[src/sv/sept_pkg.sv]
// Shared constants for the stacker encoder pulse tracker.
`timescale 1ns / 1ps
package sept_pkg;
	localparam int CNT_W = 16;
	localparam int REG_W = 16;
	localparam int CFG_IDX_W = 2;

	localparam logic [CFG_IDX_W-1:0] REG_VARIANT = 2'd0;
	localparam logic [CFG_IDX_W-1:0] REG_FULL_CHECK = 2'd1;
	localparam logic [CFG_IDX_W-1:0] REG_FULL_DA_PULSE = 2'd2;
	localparam logic [CFG_IDX_W-1:0] REG_TOP_PULSE = 2'd3;

	localparam logic [1:0] DIR_FWD = 2'd1;
	localparam logic [1:0] DIR_REV = 2'd2;

	localparam logic [CNT_W-1:0] CHK_A = CNT_W'(150);
	localparam logic [CNT_W-1:0] CHK_B = CNT_W'(240);
	localparam logic [CNT_W-1:0] CHK_C = CNT_W'(520);
	localparam logic [CNT_W-1:0] CNT_MAX = {CNT_W{1'b1}};
endpackage

[src/sv/stacker_encoder_pulse_tracker.sv]
// Top level of the stacker encoder pulse tracker: input stage, update logic, result register.
//  channel | signals                                        | direction
//  in      | in_valid/in_ready, kind home direction limit_value | into block
//  out     | out_valid/out_ready, counters and flags        | out of block
//  cfg     | cfg_valid/cfg_ready, cfg_index cfg_data        | into block
// One item per cycle while the result is not stalled; each item passes the
// input register, then the result register. The counter update is one
// combinational pass between the two. Reset clears counters, limits, config
// registers and valid flags. A stalled result holds and the input stage fills behind it.
`timescale 1ns / 1ps
module stacker_encoder_pulse_tracker (
	input  logic                          clk,
	input  logic                          arst_n,
	input  logic                          in_valid,
	output logic                          in_ready,
	input  logic                          kind,
	input  logic                          home,
	input  logic [1:0]                    direction,
	input  logic [15:0]                   limit_value,
	output logic                          out_valid,
	input  logic                          out_ready,
	output logic [15:0]                   pulse_total,
	output logic [15:0]                   push_position,
	output logic [15:0]                   up_total,
	output logic [15:0]                   down_total,
	output logic                          limit_hit,
	output logic                          save_request,
	output logic                          peak_window,
	output logic                          peak_timer_restart,
	output logic                          dac_switch,
	input  logic                          cfg_valid,
	output logic                          cfg_ready,
	input  logic [sept_pkg::CFG_IDX_W-1:0] cfg_index,
	input  logic [sept_pkg::REG_W-1:0]    cfg_data
);
	localparam int W = sept_pkg::CNT_W;

	// config registers
	logic         variant_q;
	logic         full_check_q;
	logic [W-1:0] full_da_pulse_q;
	logic [W-1:0] top_pulse_q;

	// state
	logic [W-1:0] pulse_q, active_q, pending_q, pos_q, up_q, down_q;
	logic         peak_q;

	// input stage
	logic         valid_s1, kind_s1, home_s1;
	logic [1:0]   dir_s1;
	logic [W-1:0] limit_s1;

	// result register
	logic         out_valid_q;
	logic [W-1:0] pulse_out_q, pos_out_q, up_out_q, down_out_q;
	logic         hit_out_q, save_out_q, peak_out_q, restart_out_q, dac_out_q;

	logic         advance;
	logic         fwd, rev, load, active_nz;
	logic [W-1:0] pulse_n, active_n, pending_n, pos_n, up_n, down_n, act_base;
	logic         peak_n, hit_n, save_n, restart_n, dac_n;
	logic [W-1:0] pos_inc;

	assign advance   = valid_s1 && (!out_valid_q || out_ready);
	assign in_ready  = !valid_s1 || advance;
	assign cfg_ready = 1'b1;

	always_ff @(posedge clk or negedge arst_n) begin
		if (!arst_n) begin
			variant_q       <= 1'b0;
			full_check_q    <= 1'b0;
			full_da_pulse_q <= '0;
			top_pulse_q     <= '0;
		end else if (cfg_valid) begin
			unique case (cfg_index)
				sept_pkg::REG_VARIANT:       variant_q       <= cfg_data[0];
				sept_pkg::REG_FULL_CHECK:    full_check_q    <= cfg_data[0];
				sept_pkg::REG_FULL_DA_PULSE: full_da_pulse_q <= W'(cfg_data);
				sept_pkg::REG_TOP_PULSE:     top_pulse_q     <= W'(cfg_data);
				default: ;
			endcase
		end
	end

	always_ff @(posedge clk or negedge arst_n) begin
		if (!arst_n) begin
			valid_s1 <= 1'b0;
		end else if (in_ready) begin
			valid_s1 <= in_valid;
		end
	end

	always_ff @(posedge clk) begin
		if (in_valid && in_ready) begin
			kind_s1  <= kind;
			home_s1  <= home;
			dir_s1   <= direction;
			limit_s1 <= W'(limit_value);
		end
	end

	assign fwd     = (dir_s1 == sept_pkg::DIR_FWD);
	assign rev     = (dir_s1 == sept_pkg::DIR_REV);
	assign pos_inc = (pos_q == sept_pkg::CNT_MAX) ? pos_q : pos_q + W'(1);

	always_comb begin
		pulse_n   = pulse_q;
		active_n  = active_q;
		pending_n = pending_q;
		pos_n     = pos_q;
		up_n      = up_q;
		down_n    = down_q;
		peak_n    = peak_q;
		hit_n     = 1'b0;
		save_n    = 1'b0;
		restart_n = 1'b0;
		dac_n     = 1'b0;
		load      = (pending_q != '0);
		act_base  = load ? pending_q : active_q;
		active_nz = (act_base != '0);
		if (kind_s1) begin
			if (limit_s1 != '0) pending_n = limit_s1;
		end else begin
			if (!variant_q && home_s1) begin
				pos_n = '0;
			end else if (fwd) begin
				pos_n  = pos_inc;
				save_n = (pos_inc == sept_pkg::CHK_A) || (pos_inc == sept_pkg::CHK_B) ||
					(pos_inc == sept_pkg::CHK_C);
			end else if (variant_q && rev && pos_q != '0) begin
				pos_n = pos_q - W'(1);
			end
			pending_n = '0;
			active_n  = act_base;
			pulse_n   = (load ? '0 : pulse_q) + W'(1);
			if (active_nz) begin
				if (full_check_q) begin
					if (pulse_n == full_da_pulse_q) begin
						restart_n = 1'b1;
						peak_n    = 1'b1;
					end else if (pulse_n >= top_pulse_q) begin
						peak_n = 1'b0;
					end
				end
				if (variant_q || !home_s1) begin
					if (fwd) up_n = up_q + W'(1);
					else     down_n = down_q + W'(1);
				end
				if (pulse_n >= act_base) begin
					active_n = '0;
					hit_n    = 1'b1;
				end
				dac_n = (pulse_n == full_da_pulse_q) && fwd;
			end
		end
	end

	always_ff @(posedge clk or negedge arst_n) begin
		if (!arst_n) begin
			pulse_q   <= '0;
			active_q  <= '0;
			pending_q <= '0;
			pos_q     <= '0;
			up_q      <= '0;
			down_q    <= '0;
			peak_q    <= 1'b0;
		end else if (advance) begin
			pulse_q   <= pulse_n;
			active_q  <= active_n;
			pending_q <= pending_n;
			pos_q     <= pos_n;
			up_q      <= up_n;
			down_q    <= down_n;
			peak_q    <= peak_n;
		end
	end

	always_ff @(posedge clk or negedge arst_n) begin
		if (!arst_n) begin
			out_valid_q <= 1'b0;
		end else if (advance) begin
			out_valid_q <= 1'b1;
		end else if (out_ready) begin
			out_valid_q <= 1'b0;
		end
	end

	always_ff @(posedge clk) begin
		if (advance) begin
			pulse_out_q   <= pulse_n;
			pos_out_q     <= pos_n;
			up_out_q      <= up_n;
			down_out_q    <= down_n;
			hit_out_q     <= hit_n;
			save_out_q    <= save_n;
			peak_out_q    <= peak_n;
			restart_out_q <= restart_n;
			dac_out_q     <= dac_n;
		end
	end

	assign out_valid          = out_valid_q;
	assign pulse_total        = pulse_out_q;
	assign push_position      = pos_out_q;
	assign up_total           = up_out_q;
	assign down_total         = down_out_q;
	assign limit_hit          = hit_out_q;
	assign save_request       = save_out_q;
	assign peak_window        = peak_out_q;
	assign peak_timer_restart = restart_out_q;
	assign dac_switch         = dac_out_q;
endmodule

[config.mk]
export PLATFORM = sky130hd
export DESIGN_NAME = stacker_encoder_pulse_tracker
export DESIGN_NICKNAME = d
export VERILOG_FILES = /design/src/sv/sept_pkg.sv /design/src/sv/stacker_encoder_pulse_tracker.sv
export SDC_FILE = /design/constraint.sdc
export NUM_CORES = 1
export LEC_CHECK = 0
export BUFFER_PORTS_ARGS = -buffer_cell sky130_fd_sc_hd__buf_2
export CORE_ASPECT_RATIO = 0.9
export CORE_UTILIZATION = 25
export CTS_BUF_LIST = sky130_fd_sc_hd__clkbuf_16
export DETAILED_ROUTE_END_ITERATION = 8
export PLACE_DENSITY_LB_ADDON = 0.25
export REMOVE_ABC_BUFFERS = 1
export SLEW_MARGIN = 20
export SYNTH_ARGS = -nofsm -noshare
export SYNTH_HDL_FRONTEND = slang
export SYNTH_SLANG_ARGS = --single-unit
[constraint.sdc]
create_clock -name clk -period 7.79 [get_ports clk]
set_clock_uncertainty 0.15 [all_clocks]
set_input_delay 1.1685 -clock clk [delete_from_list [all_inputs] [get_ports clk]]
set_output_delay 1.1685 -clock clk [all_outputs]
set_load 0.05 [all_outputs]
Word-level counts from Yosys, hierarchy flattened. Index checks and enable logic that the tools add are counted.

Multiply operators: 0. Equal/unequal tests: 11. Muxes and demuxes: 29. Order comparisons: 2. Reduce and logical (&&, ||, !) cells: 30. Add/subtract/negate cells: 5. Bitwise logic cells: 4. Shift operators: 0. Divide/modulo/power cells: 0.

Operators with widths (number): $mux 16 (20); $add 16x1->16 const B (4); $reduce_bool 16->1 (4); $eq 16x8->1 const B (2); $ge 16x16->1 (2); $eq 16x10->1 const B (1); $eq 16x16->1 (1); $eq 16x16->1 const B (1); $sub 16x1->16 const B (1); $reduce_and 2->1 (6); $mux 1 (9); $eq 2x2->1 const B (3); $logic_and 1x1->1 (6); $reduce_or 3->1 (2); $logic_or 1x1->1 (5); $eq 2x1->1 const B (2); $logic_not 1->1 (4); $not 1->1 (4); $logic_not 2->1 (1); $ne 2x1->1 const B (1); $reduce_bool 2->1 (1); $reduce_or 2->1 (1).

ROM bits: 0. Latch bits: 0. Bits of input ports: 43. RAM bits: 0. Memories: 0. Logic and storage cells: 107. Flip-flop bits (word level): 222.

Depth between registers and ports, before layout.
Depth in word-level cells: 9. Depth in mapped cells: 22.

Worst setup path before layout. Ideal clock, no wire load.

Path kind: reg-to-reg. Start: register pending_q[9]. End: register active_q[10]. Slack: 2968 ps. Data arrival time: 4533 ps. Setup time: 139 ps. Stages on the path, launching flop included: 21. Path buffers: 6. Data required time: 7501 ps. Clock period less this slack: 4822 ps. Path through: dfrtp_1 > nor4_1 > and4_1 > buf_2 > buf_2 > buf_1 > clkbuf_1 > and2_1 > ha_1 > clkbuf_1 > nand3_1 > or3_1 > xnor2_1 > nor2_1 > ha_1 > nand4_1 > nor4_1 > a21oi_1 > nor3_1 > clkbuf_1 > a211oi_1.

Longest elaborated chain between the ends: 6.

RTL lines: start, declared (RTL line stacker_encoder_pulse_tracker.sv:45) `logic [W-1:0] pulse_q, active_q, pending_q, pos_q, up_q, down_q;`; start signal, assigned (RTL line stacker_encoder_pulse_tracker.sv:170) `pending_q <= pending_n;`; $reduce_bool 16->1 (RTL line stacker_encoder_pulse_tracker.sv:118) `load = (pending_q != '0);`; $mux 16 (RTL line stacker_encoder_pulse_tracker.sv:135) `pulse_n = (load ? '0 : pulse_q) + W'(1);`; $add 16x1->16 (RTL line stacker_encoder_pulse_tracker.sv:135); $ge 16x16->1 (RTL line stacker_encoder_pulse_tracker.sv:149) `if (pulse_n >= act_base) begin`; $mux 16 (RTL line stacker_encoder_pulse_tracker.sv:149); $mux 16 * (RTL line stacker_encoder_pulse_tracker.sv:136) `if (active_nz) begin`; end signal, assigned (RTL line stacker_encoder_pulse_tracker.sv:169) `active_q <= active_n;`; end, declared (RTL line stacker_encoder_pulse_tracker.sv:45).

Every way passes the cells marked *; elsewhere a longest branch is shown, timed or not. A chain may end at the register's enable or synchronous reset.

Worst setup path after layout.
Start: register pending_q[1]. End: register active_q[5].

The elaborated chain is that of the path after synthesis.

==> results.json <==
{
  "outcome": "finished clean",
  "die_h_um": 208,
  "root_buffer": "clkbuf_16",
  "drive_gt1_share_pct": 17.8,
  "synth_cells": 1168,
  "crit_arrival_ps": 5060,
  "cts_resized": 0,
  "most-common-layout-cells": "160 x nand2_1, 133 x dfrtp_1, 112 x buf_2, 98 x nor2_1, 89 x edfxtp_1",
  "hold_path.class": "reg -> reg",
  "die_w_um": 231,
  "antenna_found_initial": 1,
  "first_iter_violations": 548,
  "final_common_cell": "nand2_1",
  "crit_required_ps": 8090,
  "clk_path_buf_depth": 3,
  "synth.distinct_cells": 70,
  "grt_max_degree": 92,
  "dr.pass1.iters": 5,
  "syn2layout_area_growth_pct": 17.4,
  "antenna_cells": 0,
  "clk_latency_ps": 550,
  "cpLargestDelayFamily": "simple AND/OR/NAND/NOR gates",
  "post_drt_wl_per_cell_um": 17.4,
  "grtUsageTotal_pct": 13.7,
  "final_cell_area_um2": 13800,
  "rows": 74,
  "vias": 8917,
  "cts_tree": "done",
  "yosysSeqAreaShare_pct": 51.1,
  "synth_flop_cell": "dfrtp_1",
  "reg2reg_from": "pending_q[1]$_DFFE_PN0P_",
  "start_util_pct": 25.6,
  "slew_violations": 0,
  "finalSetupViolations": 0,
  "dpl-instance-area_um2": 12900,
  "overflow": 0,
  "worst_pin_slew_ps": 988,
  "fmax_mhz": 210,
  "core_area_um2": 45800,
  "clkSlewWorstSetupHoldPaths_ps": 60,
  "place.gp.congestion": 0.825,
  "relSlewSlack_pct": 34.0,
  "criticalPathCategory": "reg -> reg",
  "crit_path_cell_trace": "nor4_1 > and4_1 > buf_4 > and2_1 > ha_1 > nand4_1 > or3_1 > a21o_1 > inv_1 > ha_1 > a21o_1 > a21oi_1 > o21ai_0 > a21oi_1 > nor3_1 > buf_4 > a211oi_1",
  "r2r-end": "active_q[5]$_DFFE_PN0P_",
  "crit_path_max_incr_delay_ps": 420,
  "async_flop_share_pct": 59.9,
  "synth-edff-count": 89,
  "cpMaxStageDelayCell": "or3_1",
  "p_per_area_nw_per_um2": 260,
  "ctsHoldBuffers": 0,
  "fin_crit_sh_pct": 61.0,
  "critPathLaunchType": "flip-flop",
  "worst-path-stages": 17,
  "period_minus_slack_ps": 4750,
  "synth_top_area_share_pct": 28.3,
  "finalSetupTns_ps": 0,
  "ir_drop_uv": 158,
  "dp.cells": 1838,
  "endpoint": "active_q[5]$_DFFE_PN0P_",
  "clock_sinks": 222,
  "place.port_buffers": 113,
  "yosys_register_bits": 222,
  "reg2reg_depth": 17,
  "reg2reg_slack_ps": 3040,
  "synth.top_cells.by_area": "dfrtp_1 28%, edfxtp_1 23%, nand2_1 5.1%, ha_1 4.0%, mux2_2 4.0%",
  "drc_errors": 0,
  "end_kind": "flip-flop",
  "holdWs_ps": 334,
  "syn_area_per_cell_um2": 10.1,
  "fin_nets": 1340,
  "syn_area_um2": 11700,
  "post_cts_buffers": 0,
  "cts_buffers": 27,
  "drt_wl_total_mm": 32.8,
  "io_pins": 115,
  "p_leak_nw": 5.81,
  "h-tree-depth": 1,
  "fin_cells": 1888,
  "grt_pass1_wl_mm": 51.7,
  "grt_pass1_vias": 8711,
  "cp_num_buf_inv": 3,
  "rsz0062_at_grt": "false",
  "cp_max_fo": 35,
  "synth_top_cell_by_area": "dfrtp_1",
  "dp_hpwl_mm": 23.1,
  "drtAntennaViolNets": 0,
  "fillers": 4773,
  "yosysWarnings": 0,
  "crit_start": "pending_q[1]$_DFFE_PN0P_",
  "cap_violations": 0,
  "hold_violations": 0,
  "vias_per_cell": 4.72,
  "dieArea_um2": 47900
}
## cells by family (layout without fill, tap and decap cells)
kind of cell / count (synthesis) / count (layout) / synth area share [%]
AO/OA/AOI/OAI: 211 / 211 / 11.7
flip-flops: 222 / 222 / 51.1
XOR/XNOR: 91 / 91 / 6.78
adder cells (fa/ha/maj): 38 / 38 / 4.05
multiplexers: 45 / 45 / 4.28
AND/OR/NAND/NOR: 455 / 455 / 18.5
other: 1 / 1 / 0.0319
buffers and inverters: 105 / 217 / 3.65
## synth_stat cells, types with 5 or more instances
cell / count
nand2_1: 160
a22o_1: 7
dfrtp_1: 133
a211oi_1: 14
buf_2: 13
xor2_1: 49
a31oi_1: 12
nand3_1: 44
o31ai_1: 15
edfxtp_1: 89
o21ai_0: 62
nand4_1: 31
nor3_2: 5
or3_1: 9
a21o_1: 15
nand2b_1: 12
and2_1: 6
inv_1: 39
mux2_2: 42
and3_1: 9
o21ai_1: 10
nor3_1: 31
clkbuf_1: 44
xnor2_1: 42
a21oi_1: 39
ha_1: 38
nor2_1: 100
nor4_1: 23
## layer usage
layer  vias to the layer above  share of wire, %  wire (um)  track usage [%]
li1                       4367                 -          -                -
met1                      4296                51      16700             20.4
met2                       212                42      13800             20.1
met3                        40               4.6       1490             2.25
met4                         2               2.2        731             3.65
met5                         -             0.040         13                0
## sequential cells by signal (all words and copies together) (netlist names), 2 cells and up
register	cells
active_q	16
dir_s1	2
down_q	16
down_total	16
full_da_pulse_q	16
limit_s1	16
pending_q	16
pos_q	16
pulse_q	16
pulse_total	16
push_position	16
top_pulse_q	16
up_q	16
up_total	16
## metrics by stage
stage	setup WS, ps	utilization [%]	power (mW)
floorplan	2180	-	2.10
global placement	3190	28.2	2.34
detailed placement	3050	28.2	2.36
CTS	3040	30.1	3.65
global route	2510	30.1	3.79
finish	3040	30.1	3.59
## power breakdown
group / internal [mW] / switching [mW] / leakage, nW
clock: 0.748 / 0.514 / 0.468
combinational: 0.267 / 0.505 / 2.77
sequential: 1.39 / 0.166 / 2.58
## worst min path at each step
stage / end / from / cells past startpoint
2_1_floorplan: out_valid$_DFFE_PN0P_ / valid_s1$_DFFE_PN0N_ / 1
3_3_place_gp: up_q[15]$_DFFE_PN0P_ / up_q[15]$_DFFE_PN0P_ / 1
3_5_place_dp: out_valid$_DFFE_PN0P_ / valid_s1$_DFFE_PN0N_ / 1
4_1_cts: up_q[15]$_DFFE_PN0P_ / up_q[15]$_DFFE_PN0P_ / 1
5_1_grt: up_q[15]$_DFFE_PN0P_ / up_q[15]$_DFFE_PN0P_ / 1
6_report: up_q[15]$_DFFE_PN0P_ / up_q[15]$_DFFE_PN0P_ / 1
## final cells by class
class                           count  area [um^2]  share of cell area [%]
Inverter                           41          155                    1.12
Multi-Input combinational cell    841         5330                    38.6
Clock buffer                       28          701                    5.08
Timing Repair Buffer              126          669                    4.85
Sequential cell                   222         6000                    43.5
Tap cell                          608          761                    5.51
Clock inverter                     22          179                    1.30
No activity file was read; power rests on OpenSTA's default activity.
